==> src/cbm_pkg.sv <==
// shared types, codes and helpers for the cartridge bank mapper
`default_nettype none

package cbm_pkg;

	// item action codes
	typedef enum logic [1:0] {
		ACT_WRITE    = 2'd0,
		ACT_CPU_READ = 2'd1,
		ACT_PPU_READ = 2'd2
	} action_t;

	// result target codes
	typedef enum logic [1:0] {
		TGT_NONE   = 2'd0,
		TGT_PRG    = 2'd1,
		TGT_CHR    = 2'd2,
		TGT_NT_RAM = 2'd3
	} target_t;

	// configuration register indexes (byte address bits 3..2)
	localparam logic [1:0] REG_PRG_MASK   = 2'd0;
	localparam logic [1:0] REG_CHR_MASK   = 2'd1;
	localparam logic [1:0] REG_NT_MASK    = 2'd2;
	localparam logic [1:0] REG_HAS_CHR    = 2'd3;

	localparam int unsigned PADDR_W = 4;
	localparam int unsigned PDATA_W = 32;

	// configuration reset values
	localparam logic [7:0] PRG_MASK_RST = 8'd7;
	localparam logic [7:0] CHR_MASK_RST = 8'd127;
	localparam logic [7:0] NT_MASK_RST  = 8'd255;
	localparam logic       HAS_CHR_RST  = 1'b1;

	// mapper register select, cpu address bits 14..12 with bit 15 set
	localparam logic [2:0] SEL_PAT0 = 3'd0;
	localparam logic [2:0] SEL_PAT1 = 3'd1;
	localparam logic [2:0] SEL_PAT2 = 3'd2;
	localparam logic [2:0] SEL_PAT3 = 3'd3;
	localparam logic [2:0] SEL_NT0  = 3'd4;
	localparam logic [2:0] SEL_NT1  = 3'd5;
	localparam logic [2:0] SEL_CTRL = 3'd6;
	localparam logic [2:0] SEL_PRG  = 3'd7;

	// nametable layout codes
	localparam logic [1:0] LAYOUT_VERT  = 2'd0;
	localparam logic [1:0] LAYOUT_HORZ  = 2'd1;
	localparam logic [1:0] LAYOUT_ONE_0 = 2'd2;
	localparam logic [1:0] LAYOUT_ONE_1 = 2'd3;

	// rom nametable banks have bit 7 forced before the config mask is applied
	localparam logic [7:0] NT_ROM_BIT = 8'h80;

	typedef struct packed {
		logic [7:0] prg_bank_mask;
		logic [7:0] pattern_bank_mask;
		logic [7:0] nametable_rom_mask;
		logic       has_pattern_rom;
	} cfg_t;

	typedef struct packed {
		logic [3:0][7:0] pattern_bank;
		logic [1:0][7:0] nametable_bank;
		logic [1:0]      layout_select;
		logic [1:0]      mirror_mode;
		logic            nametable_from_rom;
		logic [7:0]      prg_bank;
	} map_state_t;

	// which of the two physical pages a nametable lands on
	function automatic logic page_of(input logic [1:0] layout, input logic [1:0] tbl);
		logic pg;
		unique case (layout)
			LAYOUT_VERT:  pg = tbl[0];
			LAYOUT_HORZ:  pg = tbl[1];
			LAYOUT_ONE_0: pg = 1'b0;
			LAYOUT_ONE_1: pg = 1'b1;
			default:      pg = 1'b0;
		endcase
		return pg;
	endfunction

endpackage

`default_nettype wire

==> src/cbm_in_if.sv <==
// input item channel: action, address, data
`default_nettype none

interface cbm_in_if;
	logic        valid;
	logic        ready;
	logic [1:0]  action;
	logic [15:0] address;
	logic [7:0]  data;

	modport source (output valid, action, address, data, input ready);
	modport sink   (input valid, action, address, data, output ready);
endinterface

`default_nettype wire

==> src/cbm_out_if.sv <==
// result channel: target memory and byte offset
`default_nettype none

interface cbm_out_if;
	logic        valid;
	logic        ready;
	logic [1:0]  target;
	logic [21:0] phys_address;

	modport source (output valid, target, phys_address, input ready);
	modport sink   (input valid, target, phys_address, output ready);
endinterface

`default_nettype wire

==> src/cbm_regfile.sv <==
// apb configuration registers with read back
`default_nettype none

module cbm_regfile
	import cbm_pkg::*;
(
	input  wire logic               clk,
	input  wire logic               arst_n,
	input  wire logic               psel,
	input  wire logic               penable,
	input  wire logic               pwrite,
	input  wire logic [PADDR_W-1:0] paddr,
	input  wire logic [PDATA_W-1:0] pwdata,
	output logic      [PDATA_W-1:0] prdata,
	output logic                    pready,
	output cfg_t                    cfg
);

	cfg_t       cfg_q;
	logic       wr_en;
	logic [1:0] idx;

	assign pready = 1'b1;
	assign wr_en  = psel && penable && pwrite;
	assign idx    = paddr[3:2];
	assign cfg    = cfg_q;

	always_ff @(posedge clk or negedge arst_n) begin
		if (!arst_n) begin
			cfg_q.prg_bank_mask      <= PRG_MASK_RST;
			cfg_q.pattern_bank_mask  <= CHR_MASK_RST;
			cfg_q.nametable_rom_mask <= NT_MASK_RST;
			cfg_q.has_pattern_rom    <= HAS_CHR_RST;
		end else if (wr_en) begin
			unique case (idx)
				REG_PRG_MASK: cfg_q.prg_bank_mask      <= pwdata[7:0];
				REG_CHR_MASK: cfg_q.pattern_bank_mask  <= pwdata[7:0];
				REG_NT_MASK:  cfg_q.nametable_rom_mask <= pwdata[7:0];
				REG_HAS_CHR:  cfg_q.has_pattern_rom    <= pwdata[0];
				default:      ;
			endcase
		end
	end

	always_comb begin
		unique case (idx)
			REG_PRG_MASK: prdata = {24'd0, cfg_q.prg_bank_mask};
			REG_CHR_MASK: prdata = {24'd0, cfg_q.pattern_bank_mask};
			REG_NT_MASK:  prdata = {24'd0, cfg_q.nametable_rom_mask};
			REG_HAS_CHR:  prdata = {31'd0, cfg_q.has_pattern_rom};
			default:      prdata = '0;
		endcase
	end

endmodule

`default_nettype wire

==> src/cbm_xlate.sv <==
// address translation for cpu and ppu reads
`default_nettype none

module cbm_xlate
	import cbm_pkg::*;
(
	input  wire logic [1:0]  action,
	input  wire logic [15:0] address,
	input  wire cfg_t        cfg,
	input  wire map_state_t  st,
	output logic [1:0]       target,
	output logic [21:0]      phys_address
);

	logic [7:0] prg_bank;
	logic [7:0] chr_bank;
	logic [7:0] nt_bank;
	logic       nt_sel;
	logic       ram_page;

	always_comb begin
		prg_bank = address[14] ? cfg.prg_bank_mask : (st.prg_bank & cfg.prg_bank_mask);
		chr_bank = st.pattern_bank[address[12:11]] & cfg.pattern_bank_mask;
		nt_sel   = page_of(st.layout_select, address[11:10]);
		nt_bank  = (st.nametable_bank[nt_sel] | NT_ROM_BIT) & cfg.nametable_rom_mask;
		ram_page = page_of(st.mirror_mode, address[11:10]);

		target       = TGT_NONE;
		phys_address = '0;
		unique case (action)
			ACT_WRITE: ;
			ACT_CPU_READ: begin
				if (address[15]) begin
					target       = TGT_PRG;
					phys_address = {prg_bank, address[13:0]};
				end
			end
			ACT_PPU_READ: begin
				// bits 15..14 ignored, 3000-3fff mirrors the nametable area
				if (!address[13]) begin
					target       = TGT_CHR;
					phys_address = {3'd0, chr_bank, address[10:0]};
				end else if (st.nametable_from_rom && cfg.has_pattern_rom) begin
					target       = TGT_CHR;
					phys_address = {4'd0, nt_bank, address[9:0]};
				end else begin
					target       = TGT_NT_RAM;
					phys_address = {11'd0, ram_page, address[9:0]};
				end
			end
			default: ;
		endcase
	end

endmodule

`default_nettype wire

==> src/cartridge_bank_mapper_rom_nametables.sv <==
// top level of the cartridge bank mapper with rom nametables
//
//   channel  dir  kind         payload
//   in_ch    in   valid/ready  action[1:0] address[15:0] data[7:0]
//   out_ch   out  valid/ready  target[1:0] phys_address[21:0]
//   apb      in   psel/penable paddr[3:0] pwdata[31:0] prdata[31:0], pready tied high
//
// one beat in, one beat out; a beat can be taken every cycle while the result is not stalled
// a beat passes through the input register, then is translated into the result register
// mapper registers are written as a write beat leaves the input register, so a
// read beat right behind it already sees the new bank values
// a stalled result holds, and the input register still fills behind it
// arst_n clears the mapper registers and valid flags and loads config reset values
`default_nettype none

module cartridge_bank_mapper_rom_nametables
	import cbm_pkg::*;
(
	input  wire logic               clk,
	input  wire logic               arst_n,
	cbm_in_if.sink                  in_ch,
	cbm_out_if.source               out_ch,
	input  wire logic               psel,
	input  wire logic               penable,
	input  wire logic               pwrite,
	input  wire logic [PADDR_W-1:0] paddr,
	input  wire logic [PDATA_W-1:0] pwdata,
	output logic      [PDATA_W-1:0] prdata,
	output logic                    pready
);

	cfg_t       cfg;
	map_state_t st_q;

	// input register
	logic        valid_s1;
	logic [1:0]  action_s1;
	logic [15:0] address_s1;
	logic [7:0]  data_s1;

	// result register
	logic        out_valid_q;
	logic [1:0]  target_q;
	logic [21:0] phys_q;

	logic        in_acc;
	logic        adv;
	logic        do_write;
	logic [1:0]  xl_target;
	logic [21:0] xl_phys;

	cbm_regfile u_regfile (
		.clk     (clk),
		.arst_n  (arst_n),
		.psel    (psel),
		.penable (penable),
		.pwrite  (pwrite),
		.paddr   (paddr),
		.pwdata  (pwdata),
		.prdata  (prdata),
		.pready  (pready),
		.cfg     (cfg)
	);

	cbm_xlate u_xlate (
		.action       (action_s1),
		.address      (address_s1),
		.cfg          (cfg),
		.st           (st_q),
		.target       (xl_target),
		.phys_address (xl_phys)
	);

	// result register moves when it is empty or being taken
	assign adv          = !out_valid_q || out_ch.ready;
	assign in_ch.ready  = !valid_s1 || adv;
	assign in_acc       = in_ch.valid && in_ch.ready;
	// writes below 8000 are dropped
	assign do_write     = adv && valid_s1 && (action_s1 == ACT_WRITE) && address_s1[15];

	always_ff @(posedge clk or negedge arst_n) begin
		if (!arst_n) begin
			valid_s1 <= 1'b0;
		end else if (in_acc) begin
			valid_s1 <= 1'b1;
		end else if (adv) begin
			valid_s1 <= 1'b0;
		end
	end

	always_ff @(posedge clk) begin
		if (in_acc) begin
			action_s1  <= in_ch.action;
			address_s1 <= in_ch.address;
			data_s1    <= in_ch.data;
		end
	end

	always_ff @(posedge clk or negedge arst_n) begin
		if (!arst_n) begin
			out_valid_q <= 1'b0;
		end else if (adv) begin
			out_valid_q <= valid_s1;
		end
	end

	always_ff @(posedge clk) begin
		if (adv && valid_s1) begin
			target_q <= xl_target;
			phys_q   <= xl_phys;
		end
	end

	// mapper register file, selected by cpu address bits 14..12
	always_ff @(posedge clk or negedge arst_n) begin
		if (!arst_n) begin
			st_q <= '0;
		end else if (do_write) begin
			unique case (address_s1[14:12])
				SEL_PAT0, SEL_PAT1, SEL_PAT2, SEL_PAT3: begin
					st_q.pattern_bank[address_s1[13:12]] <= data_s1;
				end
				SEL_NT0: st_q.nametable_bank[0] <= data_s1;
				SEL_NT1: st_q.nametable_bank[1] <= data_s1;
				SEL_CTRL: begin
					st_q.layout_select      <= data_s1[1:0];
					st_q.nametable_from_rom <= data_s1[4];
					// ram layout only follows while rom nametables are off
					if (!data_s1[4]) begin
						st_q.mirror_mode <= data_s1[1:0];
					end
				end
				SEL_PRG: st_q.prg_bank <= data_s1;
				default: ;
			endcase
		end
	end

	assign out_ch.valid        = out_valid_q;
	assign out_ch.target       = target_q;
	assign out_ch.phys_address = phys_q;

endmodule

`default_nettype wire

==> src/flat_wrapper.sv <==
// flat-port wrapper written by rule: the top's interface ports become plain ports
module cartridge_bank_mapper_rom_nametables_flat import cbm_pkg::*;
  (clk, arst_n, psel, penable, pwrite, paddr, pwdata, prdata, pready, in_ch_valid, in_ch_action, in_ch_address, in_ch_data, in_ch_ready, out_ch_valid, out_ch_target, out_ch_phys_address, out_ch_ready);
  cbm_in_if in_ch_i ();
  cbm_out_if out_ch_i ();
  input  wire logic clk;
  input  wire logic arst_n;
  input  wire logic psel;
  input  wire logic penable;
  input  wire logic pwrite;
  input  wire logic [PADDR_W-1:0] paddr;
  input  wire logic [PDATA_W-1:0] pwdata;
  output logic      [PDATA_W-1:0] prdata;
  output logic pready;
  input wire logic [$bits(in_ch_i.valid)-1:0] in_ch_valid;
  input wire logic [$bits(in_ch_i.action)-1:0] in_ch_action;
  input wire logic [$bits(in_ch_i.address)-1:0] in_ch_address;
  input wire logic [$bits(in_ch_i.data)-1:0] in_ch_data;
  output wire logic [$bits(in_ch_i.ready)-1:0] in_ch_ready;
  output wire logic [$bits(out_ch_i.valid)-1:0] out_ch_valid;
  output wire logic [$bits(out_ch_i.target)-1:0] out_ch_target;
  output wire logic [$bits(out_ch_i.phys_address)-1:0] out_ch_phys_address;
  input wire logic [$bits(out_ch_i.ready)-1:0] out_ch_ready;
  assign in_ch_i.valid = in_ch_valid;
  assign in_ch_i.action = in_ch_action;
  assign in_ch_i.address = in_ch_address;
  assign in_ch_i.data = in_ch_data;
  assign in_ch_ready = in_ch_i.ready;
  assign out_ch_valid = out_ch_i.valid;
  assign out_ch_target = out_ch_i.target;
  assign out_ch_phys_address = out_ch_i.phys_address;
  assign out_ch_i.ready = out_ch_ready;
  cartridge_bank_mapper_rom_nametables u_core (.clk(clk), .arst_n(arst_n), .in_ch(in_ch_i), .out_ch(out_ch_i), .psel(psel), .penable(penable), .pwrite(pwrite), .paddr(paddr), .pwdata(pwdata), .prdata(prdata), .pready(pready));
endmodule
==> config.mk <==
export PLATFORM = sky130hd
export DESIGN_NAME = cartridge_bank_mapper_rom_nametables_flat
export DESIGN_NICKNAME = d
export VERILOG_FILES = /design/src/cbm_pkg.sv /design/src/cbm_in_if.sv /design/src/cbm_out_if.sv /design/src/cbm_regfile.sv /design/src/cbm_xlate.sv /design/src/cartridge_bank_mapper_rom_nametables.sv /design/src/flat_wrapper.sv
export SDC_FILE = /design/constraint.sdc
export NUM_CORES = 1
export LEC_CHECK = 0
export BUFFER_PORTS_ARGS = -buffer_cell sky130_fd_sc_hd__buf_4
export CAP_MARGIN = 20
export CORE_MARGIN = 3
export CORE_UTILIZATION = 55
export CTS_BUF_LIST = sky130_fd_sc_hd__clkbuf_8 sky130_fd_sc_hd__clkbuf_16
export DETAILED_ROUTE_END_ITERATION = 7
export PLACE_DENSITY_LB_ADDON = 0.08
export SYNTH_ARGS = -nofsm -noshare
export SYNTH_HDL_FRONTEND = slang
export SYNTH_HIERARCHICAL = 1
export SYNTH_SLANG_ARGS = --single-unit
==> constraint.sdc <==
create_clock -name clk -period 2.4 [get_ports clk]
set_input_delay 0.48 -clock clk [delete_from_list [all_inputs] [get_ports clk]]
set_output_delay 0.48 -clock clk [all_outputs]
set_load 0.01 [all_outputs]
# Yosys cells after proc, flatten, opt, wreduce, memory -nomap -nowiden
# Cells that the tools add are included.
# classes
bitwise	4
n_eq_ne	18
magnitude_cmp	4
n_reduce_logical	29
mux	21
# op_table
cell	n
$pmux 32 s4	1
$pmux 22 s2	1
$bwmux 32	1
$and 8x8->8	3
$mux 8	3
$mux 22	1
$mux 19	1
$mux 18	1
$reduce_and 2->1	9
$bmux 8 s2	1
$demux 8 s2	1
$eq 2x2->1 const B	7
$mux 7	2
$eq 3x3->1 const B	4
$eq 2x1->1 const B	4
$logic_and 1x1->1	8
$logic_not 2->1	4
$pmux 1 s4	2
$eq 3x2->1 const B	2
$lt 2x3->1 const B	2
$mux 1	5
$pmux 2 s2	1
$reduce_or 4->1	1
$eq 3x1->1 const B	1
other kinds (8)	10
# word_totals
reg_bits	136
in_bits	69
wordCells	97
out_inout_bits	59

# Longest topological paths before layout
# Gate-level depths: netlist of run 1.
# logic_depth
word_depth	8
ltp_mapped	7
ltp_nobuf	6

# Hierarchy
# The synthesis of run 1 kept the hierarchy.
# by_module_without_submodules
mod	seq_area_each_um2	n_inst	cells_each	area_each_um2
cartridge_bank_mapper_rom_nametables	3078.0	1	200	3988.8
cbm_regfile	649.4	1	109	1356.3
cbm_xlate	0.0	1	104	768.2

# Least setup slack after synthesis of run 1
# Ideal clock, no wire load.
# synth_timing
path_type	input to register
start	input port out_ch_ready
end	register u_core.phys_q[0], in the netlist u_core/out_ch.phys_address[0], enable pin
arrival_ns	1.469
setup_ns	0.383
path_slack_ns	0.548
path_stages	3
path_buffers	1
t_required_ns	2.017
cell_sequence	nand2b_1 buf_2 and2_1
# synth_between
elab_chain_len	2
# synth_rtl
item	line_no	source
start, declared	flat_wrapper.sv:23	input wire logic [$bits(out_ch_i.ready)-1:0] out_ch_ready;
$logic_or 1x1->1	cartridge_bank_mapper_rom_nametables.sv:75	assign adv = !out_valid_q || out_ch.ready;
$logic_and 1x1->1	cartridge_bank_mapper_rom_nametables.sv:108	if (adv && valid_s1) begin
end signal, assigned	cartridge_bank_mapper_rom_nametables.sv:110	phys_q <= xl_phys;
end, declared	cartridge_bank_mapper_rom_nametables.sv:44	logic [21:0] phys_q;
# No other way between the ends.
# A chain may end at the register's enable or synchronous reset.

# Worst setup path after layout of run 1
# layout_timing
start	register u_core.u_regfile.cfg_q (netlist bit u_core/u_regfile/cfg[0])
end	output port prdata[0]
# layout_between
elab_chain_len	1
# layout_rtl
item	line_no	source
start, declared	cbm_regfile.sv:19	cfg_t cfg_q;
$pmux 32 s4	cbm_regfile.sv:46	unique case (idx)
end, declared	flat_wrapper.sv:13	output logic [PDATA_W-1:0] prdata;
# No other way between the ends. The select of a mux whose other input is x is not followed.

==> key figures, run 1 <==
Status
  – Outcome: complete, no violations

Clocking
  – CTS tree: done
  – CTS buffer count: 17
  – Clk sinks: 136
  – CTS H-tree lvls: 4
  – Clock-pin transition on the worst setup and hold timing paths: 0.06 ns
  – Root Buffer: clkbuf_8
  – Max Buffers Root-to-Sink: 2
  – Clk Latency, worst-skew pair: 0.52 ns
  – Post CTS Setup Buffer Count: 0

Worst setup path
  – Startpoint types: flop
  – WP data arrival: 1.54 ns
  – CP Data Required Time: 1.92 ns
  – Worst reg-to-reg path cell count: 4
  – Critical Path Sink Type: primary output
  – Worst-path maximum fanout: 6
  – Critical path class: reg2out

Global routing
  – Initial antenna violation count: 0
  – First-pass GRT wire length: 20,100 µm
  – Gr usage total: 21.3%
  – Largest net degree at the start of global routing: 51
  – Total global routing overflow: 0
  – Vias in the first global route: 3,710

Hold path
  – Hold path depth: 1
  – Hold/Removal Path Class: in2reg

Floorplan
  – Placement Rows: 37
  – Total die area: 12,300 µm²
  – Initial core utilization: 57.5%
  – Die H: 111 µm
  – Die width: 111 µm
  – Core box area: 10,500 µm²
  – I/O pins: 128

Finish
  – Final instance area: 7320 µm²
  – Area Growth Syn to Fin: 21.2%
  – Fin nets: 575
  – Layout cells sized above 1: 47.3%
  – Antenna diodes: 0
  – Core Util, Final: 69.7%
  – Fin cells: 652

STA
  – Total negative setup slack: 0 ns
  – Period utilisation layout: 84.2%
  – RSZ-0062 raised after global routing: no
  – Slew margin rel.: 55.5%
  – Fmax: 495 MHz
  – # setup viols final: 0
  – Minimum clock period: 2.02 ns
  – Max-slew violations: 0
  – Final Hold Viols: 0
  – Slew @ Worst Pin: 0.668 ns
  – Final Skew: 0.00488 ns

Placement
  – Post-DP HPWL: 8780 µm
  – GPL Wtd Cong: 0.768
  – Cell Area, Placed: 6720 µm²
  – Port-buffer cells: 76
  – Inst Count DP: 619

Pwr
  – Total power: 0.00626 W
  – Sequential fraction of design power: 48.1%
  – Pwr/cell area: 855 nW/µm²
  – Leakage: 3.27 nW
  – Cell Int Power: 0.00476 W
  – Sw frac: 24.0%
  – Psw: 0.00150 W
  – Clock network fraction of total power: 40.1%
  – Comb pwr share: 11.9%
  – Worst vdd ir: 0.563 mV

Detailed routing
  – Drt drc: 0
  – Vias: 3,680
  – DR vias/cell: 5.64
  – WL/cell: 19.1 µm
  – WL final: 12,400 µm
  – First drt pass iteration count: 4
  – Drt initial violations: 181
  – Antenna Violating Nets Remaining: 0

Synth
  – Cell Area, Synth: 6040 µm²
  – Synthesized area per cell: 14.8 µm²
  – Synth warn: 6
  – Post-synthesis cell count: 409

Job
  – Max-capacitance violation count: 0
## routing by layer
metal / track usage [%] / share of wire (%) / vias up
met2: 33.6 / 49 / 118
met4: 7.80 / 0.94 / 0
met5: 0 / 0 / -
li1: - / - / 1671
met3: 6.44 / 5.5 / 13
met1: 28.0 / 44 / 1878
## cells in the final DEF, fill, tap and decap left out, types with 2 or more instances in the layout
master and instances:
clkinvlp_4 3, o221ai_1 3, dfrtp_1 67, nor3b_1 2
nand4_2 7, nand2_1 19, clkbuf_16 20, buf_4 86
inv_1 3, edfxtp_1 50, nor2b_1 4, nand4_1 6
mux2_2 85, mux2i_1 13, nand2b_1 6, clkinv_2 3
dfstp_2 19, o211ai_1 2, nor3_1 2, o21ai_0 18
conb_1 25, nor2_1 10, mux4_2 8, and2_1 15
clkbuf_8 3, a31oi_1 5, ha_1 3, nand3_1 5
## final timing paths
path | start | end | slack [ns]
worst max-delay path | u_core/u_regfile/cfg[0] | prdata[0] | 0.38
worst min-delay path | in_ch_data[7] | u_core/data_s1[7] | 0.14
worst max register to register | u_core/st_q[12] | u_core/out_ch.phys_address[11] | 0.38
worst min register to register | u_core/st_q[46] | u_core/st_q[46] | 0.50
max in group asynchronous | arst_n | u_core/u_regfile/cfg[12] | 1.17
min in group asynchronous | arst_n | u_core/st_q[52] | 0.53
## registers in the layout, indices dropped and copies added, names as in the netlist
signal and flops:
u_core/action_s1 2, u_core/address_s1 16, u_core/data_s1 8, u_core/out_ch.phys_address 22, u_core/out_ch.target 2, u_core/out_ch.valid 1
u_core/st_q 59, u_core/u_regfile/cfg 25, u_core/valid_s1 1
## worst max-delay path, stage by stage (launching register included)
cell and delay (ns):
dfstp_2 0.40, mux4_2 0.47, buf_4 0.16
## layout make-up
type | instances | area, µm²
multi-input cells | 258 | 2190
flip-flops and latches | 136 | 3680
repair buffers | 88 | 676
fillers | 755 | 3190
well taps | 136 | 170
inverters | 2 | 7.51
clock buffers | 23 | 542
clock inverters | 9 | 56.3
## power groups by stage
stage / registers [W] / logic [W] / clock network (W)
global placement: 0.00303 / 0.000720 / 0
CTS: 0.00301 / 0.000751 / 0.00255
finish: 0.00301 / 0.000744 / 0.00251
detailed placement: 0.00305 / 0.000745 / 0
global route: 0.00305 / 0.000812 / 0.00267
floorplan: 0.00297 / 0.000492 / 0
## stage by stage
step	setup WS (ns)	hold WS, ns
2_1_floorplan	0.548	0.184
4_1_cts	0.342	0.104
3_5_place_dp	0.381	0.487
5_1_grt	0.273	0.102
3_3_place_gp	0.438	0.483
6_report	0.378	0.135
## timing repair
item / CTS / global route
endpoints found under the hold margin: 13 / 0
resized for setup: 0 / 0
hold buffers: 1 / 0
Note: power is estimated with default switching activity, not from simulation.
==> run 2, diff against run 1 <==
--- a/config.mk
+++ b/config.mk
@@ -5,10 +5,11 @@
 export SDC_FILE = /design/constraint.sdc
 export NUM_CORES = 1
 export LEC_CHECK = 0
+export ABC_AREA = 1
 export BUFFER_PORTS_ARGS = -buffer_cell sky130_fd_sc_hd__buf_4
 export CAP_MARGIN = 20
 export CORE_MARGIN = 3
-export CORE_UTILIZATION = 55
+export CORE_UTILIZATION = 56
 export CTS_BUF_LIST = sky130_fd_sc_hd__clkbuf_8 sky130_fd_sc_hd__clkbuf_16
 export DETAILED_ROUTE_END_ITERATION = 7
 export PLACE_DENSITY_LB_ADDON = 0.08
==> constraint.sdc (replaced) <==
create_clock -name clk -period 2 [get_ports clk]
set_input_delay 0.4 -clock clk [delete_from_list [all_inputs] [get_ports clk]]
set_output_delay 0.4 -clock clk [all_outputs]
set_load 0.01 [all_outputs]
==> run 2 against run 1 <==
  * Design area rose by 5.6%
  * Clock-buffer cell count fell by 6
  * Die area rose by 6.3%
  * Worst hold slack improved by 0.031 ns
  * Non-clock buffer count rose by 5
  * Flip-flop and latch count did not move
  * Synthesized cell count rose by 73%
==> key figures, run 2 <==
Detailed routing
  – DR vias/cell: 5.42 (was 5.64)
  – Drt drc: 0 (unchanged)
  – First drt pass iteration count: 6 (was 4)
  – Antenna Violating Nets Remaining: 0 (unchanged)
  – Routed met1 length: 6570 µm (was 5490 µm)
  – WL final: 15,800 µm (was 12,400 µm)
  – Vias: 5,156 (was 3,680)
  – Drt initial violations: 354 (was 181)
  – DR WL met3: 1340 µm (was 690 µm)
  – Highest routed layer: met4 (unchanged)
  – Met2 routed WL: 7540 µm (was 6140 µm)
  – WL/cell: 16.6 µm (was 19.1 µm)

Finish
  – Largest register FFs: 59 (unchanged)
  – Layout cells sized above 1: 23.2% (was 47.3%)
  – Antenna diodes: 0 (unchanged)
  – Commonest non-fill, non-tap cells in the layout: nand2_1 (257), buf_4 (91), dfrtp_1 (67) (was buf_4 (86), mux2_2 (85), dfrtp_1 (67))
  – Commonest non-fill, non-tap cell in the layout: nand2_1 (was buf_4)
  – Fin nets: 871 (was 575)
  – Top reg by flops: u_core/st_q (unchanged)
  – Final instance area: 7740 µm² (was 7320 µm²)
  – Area Growth Syn to Fin: 17.9% (was 21.2%)
  – Fillers: 857 (was 755)

Synth
  – Cell Area, Synth: 6560 µm² (was 6040 µm²)
  – Post-synthesis cell count: 708 (was 409)
  – Synthesized area per cell: 9.27 µm² (was 14.8 µm²)
  – Synth warn: 6 (unchanged)

STA
  – Final Skew: 0.00612 ns (was 0.00488 ns)
  – Total negative setup slack: 0 ns (unchanged)
  – Fmax: 543 MHz
  – RSZ-0062 raised after global routing: no (unchanged)
  – Final Hold Viols: 0 (unchanged)
  – Max-slew violations: 0 (unchanged)
  – Final worst setup slack: 0.159 ns (was 0.378 ns)
  – Slew @ Worst Pin: 0.539 ns (was 0.668 ns)
  – Slew margin rel.: 64.0% (was 55.5%)
  – # setup viols final: 0 (unchanged)
  – Minimum clock period: 1.84 ns
  – Period utilisation layout: 92.1%

Worst setup path
  – WP data arrival: 2.00 ns (was 1.54 ns)
  – Startpoint types: flop (unchanged)
  – CP Buf/Inv Count: 2 (was 1)
  – Worst path max stage delay: 0.37 ns (was 0.47 ns)
  – CP Cell Sequence: buf_4 > inv_2 > o21ai_0 > nand2_1 > nand2_1 > o21ai_0 > nor2_1 > nor2_1 (was mux4_2 > buf_4)
  – Critical path class: reg2reg (was reg2out)
  – Worst-path maximum fanout: 16 (was 6)
  – Critical Path Sink Type: flop (was primary output)
  – CP max stage cell: o21ai_0 (was mux4_2)
  – CP Data Required Time: 2.16 ns (was 1.92 ns)
  – CP top delay family: compound AO/OA/AOI/OAI gates (was multiplexers)

Floorplan
  – Total die area: 13,100 µm² (was 12,300 µm²)
  – Core box area: 11,100 µm² (was 10,500 µm²)
  – Placement Rows: 38 (was 37)
  – Die width: 114 µm (was 111 µm)
  – I/O pins: 128 (unchanged)
  – Initial core utilization: 59.0% (was 57.5%)
  – Die H: 114 µm (was 111 µm)

Clocking
  – Clock-pin transition on the worst setup and hold timing paths: 0.06 ns (about the same)
  – Clk Latency, worst-skew pair: 0.41 ns (was 0.52 ns)
  – Clk sinks: 136 (unchanged)
  – Root Buffer: clkbuf_16 (was clkbuf_8)
  – CTS buffer count: 17 (unchanged)
  – CTS H-tree lvls: 4 (unchanged)
  – Max Buffers Root-to-Sink: 2 (unchanged)
  – CTS tree: done (unchanged)
  – Post CTS Setup Buffer Count: 0 (unchanged)

Global routing
  – Largest net degree at the start of global routing: 35 (was 51)
  – First-pass GRT wire length: 25,500 µm (was 20,100 µm)
  – Initial antenna violation count: 0 (unchanged)
  – Gr usage total: 25.3% (was 21.3%)
  – Vias in the first global route: 5,016 (was 3,710)
  – Total global routing overflow: 0 (unchanged)

Hold path
  – Hold/Removal Path Class: in2reg (unchanged)

Pwr
  – Leakage: 3.82 nW (was 3.27 nW)
  – Pwr/cell area: 1040 nW/µm² (was 855 nW/µm²)
  – Worst vdd ir: 0.533 mV (was 0.563 mV)

Placement
  – Pre-CTS setup slack: 0.263 ns (was 0.381 ns)
  – Post-DP HPWL: 11,100 µm (was 8780 µm)
  – GPL Wtd Cong: 0.918 (was 0.768)
  – Cell Area, Placed: 7130 µm² (was 6720 µm²)
  – Port-buffer cells: 76 (unchanged)

Job
  – Max-capacitance violation count: 0 (unchanged)

Status
  – Outcome: complete, no violations (unchanged)
-- run 2: what timing repair did --
action / 4_1_cts / 5_1_grt
hold buffers: 1 / 0
resized for setup: 0 / 0
endpoints found under the hold margin: 31 / 0
-- run 2: worst paths after layout --
kind	depth (start not counted)	slack, ns	startpoint	to
setup / recovery	8	0.16	u_core/address_s1[11]	u_core/out_ch.phys_address[13]
hold / removal	1	0.17	in_ch_data[3]	u_core/data_s1[3]
setup reg to reg	8	0.16	u_core/address_s1[11]	u_core/out_ch.phys_address[13]
hold reg to reg	2	0.47	u_core/st_q[45]	u_core/st_q[45]
max in group asynchronous	3	0.85	arst_n	u_core/u_regfile/cfg[4]
min in group asynchronous	2	0.49	arst_n	u_core/valid_s1
-- run 2: layout make-up --
cell class	count	area, µm²	area share [%]
Clock buffer	17	425	5.50
Clock inverter	15	169	2.18
Inverter	57	216	2.80
Multi-Input combinational cell	494	2360	30.5
Sequential cell	136	3680	47.5
Tap cell	140	175	2.26
Timing Repair Buffer	93	713	9.22
-- run 2: report_power, final --
group          switching (W)  internal, W  leakage (nW)
clock network        0.00108      0.00205         0.312
logic               0.000735     0.000455          1.92
registers           0.000320      0.00340          1.59
total                0.00214      0.00590          3.82
-- run 2: per-stage QoR --
step	power (W)	hold WS [ns]	cells	utilization, %
after global placement	0.00488	0.380	919	64.1
after global routing	0.00841	0.149	952	69.5
after CTS	0.00806	0.157	952	69.5
final	0.00804	0.167	952	69.5
after floorplan	0.00442	0.104	731	-
after detailed placement	0.00493	0.386	919	64.1
-- run 2: routing by layer --
metal / vias up / GRT usage, %
li1: 2458 / -
met1: 2415 / 33.9
met2: 255 / 40.6
met3: 28 / 6.55
met4: 0 / 8.71
met5: - / 0
==> run 3, diff against run 2 <==
--- a/config.mk
+++ b/config.mk
@@ -5,11 +5,11 @@
 export SDC_FILE = /design/constraint.sdc
 export NUM_CORES = 1
 export LEC_CHECK = 0
-export ABC_AREA = 1
 export BUFFER_PORTS_ARGS = -buffer_cell sky130_fd_sc_hd__buf_4
 export CAP_MARGIN = 20
+export CORE_ASPECT_RATIO = 1.1
 export CORE_MARGIN = 3
-export CORE_UTILIZATION = 56
+export CORE_UTILIZATION = 55
 export CTS_BUF_LIST = sky130_fd_sc_hd__clkbuf_8 sky130_fd_sc_hd__clkbuf_16
 export DETAILED_ROUTE_END_ITERATION = 7
 export PLACE_DENSITY_LB_ADDON = 0.08
==> run 3 against run 2 <==
  * Fmax decreased by 1.4%
  * Critical path depth is 5 lower
  * Sequential share of layout area rose by 2.3 points
  * Global-route usage down 3.3 points
  * Register-to-register slack lost 0.03 ns
  * Design area is 4.6% lower
  * Sequential power shrank 3%
  * First-iteration DRC count is 35% lower
  * Final cell count shrank 30%
  * Non-clock buffer count grew 5
  * Via count fell by 28%
==> key figures, run 3 (synthesis results as in run 1) <==
Floorplan
  – Core box area: 10,500 µm² (was 11,100 µm²)
  – Die H: 116 µm (was 114 µm)
  – Initial core utilization: 57.3% (was 59.0%)
  – Placement Rows: 39 (was 38)
  – I/O pins: 128 (unchanged)
  – Total die area: 12,300 µm² (was 13,100 µm²)
  – Die width: 106 µm (was 114 µm)

Detailed routing
  – DR vias/cell: 5.54 (was 5.42)
  – WL final: 12,800 µm (was 15,800 µm)
  – Vias: 3,707 (was 5,156)
  – Drt initial violations: 230 (was 354)
  – Antenna Violating Nets Remaining: 0 (unchanged)
  – Drt drc: 0 (unchanged)
  – WL/cell: 19.1 µm (was 16.6 µm)
  – First drt pass iteration count: 5 (was 6)

Placement
  – GPL Wtd Cong: 0.797 (was 0.918)
  – Inst Count DP: 636 (was 919)
  – Pre-CTS setup slack: 0.106 ns (was 0.263 ns)
  – Post-DP HPWL: 8890 µm (was 11,100 µm)
  – Port-buffer cells: 76 (unchanged)

Clocking
  – Clock-pin transition on the worst setup and hold timing paths: 0.06 ns (about the same)
  – Root Buffer: clkbuf_16 (unchanged)
  – Clk Latency, worst-skew pair: 0.40 ns (was 0.41 ns)
  – CTS H-tree lvls: 4 (unchanged)
  – CTS tree: done (unchanged)
  – Clk sinks: 136 (unchanged)
  – Max Buffers Root-to-Sink: 2 (unchanged)
  – CTS buffer count: 17 (unchanged)

Worst setup path
  – CP Data Required Time: 2.29 ns (was 2.16 ns)
  – Startpoint types: flop (unchanged)
  – Worst path max stage delay: 0.49 ns (was 0.37 ns)
  – Critical path class: reg2reg (unchanged)
  – Worst reg-to-reg path cell count: 3 (was 8)
  – CP Buf/Inv Count: 0 (was 2)
  – R2R Path Start: u_core/action_s1[1] (was u_core/address_s1[11])
  – R2R setup slack: 0.13 ns (was 0.16 ns)
  – CP top delay family: simple AND/OR/NAND/NOR gates (was compound AO/OA/AOI/OAI gates)
  – Reg-to-Reg End: u_core/st_q[34] (was u_core/out_ch.phys_address[13])
  – CP max stage cell: nor4b_4 (was o21ai_0)
  – CP Cell Sequence: nor4b_4 > nand4_2 > mux2_2 (was buf_4 > inv_2 > o21ai_0 > nand2_1 > nand2_1 > o21ai_0 > nor2_1 > nor2_1)
  – Critical Path Sink Type: flop (unchanged)
  – Worst-path maximum fanout: 8 (was 16)
  – WP data arrival: 2.16 ns (was 2.00 ns)

Global routing
  – Gr usage total: 22.0% (was 25.3%)
  – Total global routing overflow: 0 (unchanged)
  – Vias in the first global route: 3,745 (was 5,016)
  – Initial antenna violation count: 0 (unchanged)
  – First-pass GRT wire length: 20,400 µm (was 25,500 µm)
  – Largest net degree at the start of global routing: 38 (was 35)

Pwr
  – Worst vdd ir: 0.619 mV (was 0.533 mV)
  – Leakage: 3.31 nW (was 3.82 nW)
  – Pwr/cell area: 1000 nW/µm² (was 1040 nW/µm²)

Finish
  – Commonest non-fill, non-tap cells in the layout: buf_4 (94), mux2_2 (85), dfrtp_1 (67) (was nand2_1 (257), buf_4 (91), dfrtp_1 (67))
  – Area Growth Syn to Fin: 22.2% (was 17.9%)
  – Layout cells sized above 1: 47.1% (was 23.2%)
  – Core Util, Final: 70.0% (was 69.5%)
  – Antenna diodes: 0 (unchanged)
  – Fin nets: 585 (was 871)
  – Fillers: 730 (was 857)
  – Largest register FFs: 59 (unchanged)
  – Fin cells: 669 (was 952)
  – Commonest non-fill, non-tap cell in the layout: buf_4 (was nand2_1)
  – Top reg by flops: u_core/st_q (unchanged)

Job
  – Max-capacitance violation count: 0 (unchanged)

STA
  – Fmax: 536 MHz (was 543 MHz)
  – Slew @ Worst Pin: 0.557 ns (was 0.539 ns)
  – Period utilisation layout: 93.4% (was 92.1%)
  – Slew margin rel.: 62.8% (was 64.0%)
  – Final worst setup slack: 0.133 ns (was 0.159 ns)
  – RSZ-0062 raised after global routing: yes (was no)
  – # setup viols final: 0 (unchanged)
  – Final Skew: 0.00722 ns (was 0.00612 ns)
  – Minimum clock period: 1.87 ns (was 1.84 ns)
  – Final Hold Viols: 0 (unchanged)
  – Total negative setup slack: 0 ns (unchanged)
  – Max-slew violations: 0 (unchanged)

Hold path
  – Min-Delay Endpoint: u_core/data_s1[5] (was u_core/data_s1[3])
  – Min-delay src: in_ch_data[5] (was in_ch_data[3])
  – Hold/Removal Path Class: in2reg (unchanged)
  – Hold path depth: 1 (unchanged)

Status
  – Outcome: complete, no violations (unchanged)
[run 3: cell types whose count changed in the layout (fill, tap and decap cells not counted), sizes merged, moves of 5 or more]
cell,change
a31oi,+5
and2,+15
buf,+5
inv,-57
mux2,+86
mux2i,+13
mux4,+8
nand2,-253
nand2b,+6
nand3,-35
nand4,-31
nor2,-44
o21ai,-15
[run 3: worst max path at each step]
stage | start | endpoint | slack [ns] | depth (start not counted)
final | u_core/action_s1[1] | u_core/st_q[34] | 0.13 | 3
after floorplan | u_core/valid_s1 | u_core/action_s1[0] | 0.17 | 3
after CTS | u_core/action_s1[1] | u_core/st_q[34] | 0.1 | 3
after global placement | u_core/action_s1[1] | u_core/st_q[36] | 0.14 | 3
after detailed placement | u_core/action_s1[1] | u_core/st_q[33] | 0.11 | 3
after global routing | u_core/action_s1[0] | u_core/out_ch.phys_address[14] | -0.04 | 7
[run 3: final cells by class]
cell class	instances	area [µm²]	share of cell area, %
clock inverters	15	119	1.61
inverters	2	7.51	0.102
well taps	143	179	2.42
flip-flops and latches	136	3680	49.8
multi-input cells	258	2200	29.8
repair buffers	98	776	10.5
clock buffers	17	425	5.76
[run 3: per-stage QoR]
step	power, W	instance area [µm²]	hold WS (ns)
finish	0.00741	7380	0.167
global route	0.00771	7380	0.156
CTS	0.00746	7380	0.156
detailed placement	0.00458	6820	0.409
global placement	0.00453	6820	0.401
floorplan	0.00415	6130	0.104
[run 3: power by group]
part	internal, W	total (W)	switching [W]
clock network	0.00179	0.00287	0.00108
logic	0.000519	0.000929	0.000411
registers	0.00334	0.00361	0.000274
total	0.00564	0.00741	0.00177
[run 3: routing by layer]
metal	GRT usage, %	vias to the layer above	part of all wire, %
met2	37.3	123	51
met5	0	-	0
met1	28.9	1885	43
met4	7.77	0	0.98
met3	4.29	10	5.1
li1	-	1689	-
[run 3: timing repair]
action / CTS / global route
hold buffers: 1 / 0
setup buffers: 0 / 0
endpoints found under the hold margin: 25 / 0
gates resized for setup: 0 / 1
endpoints found under the setup margin: 0 / 3
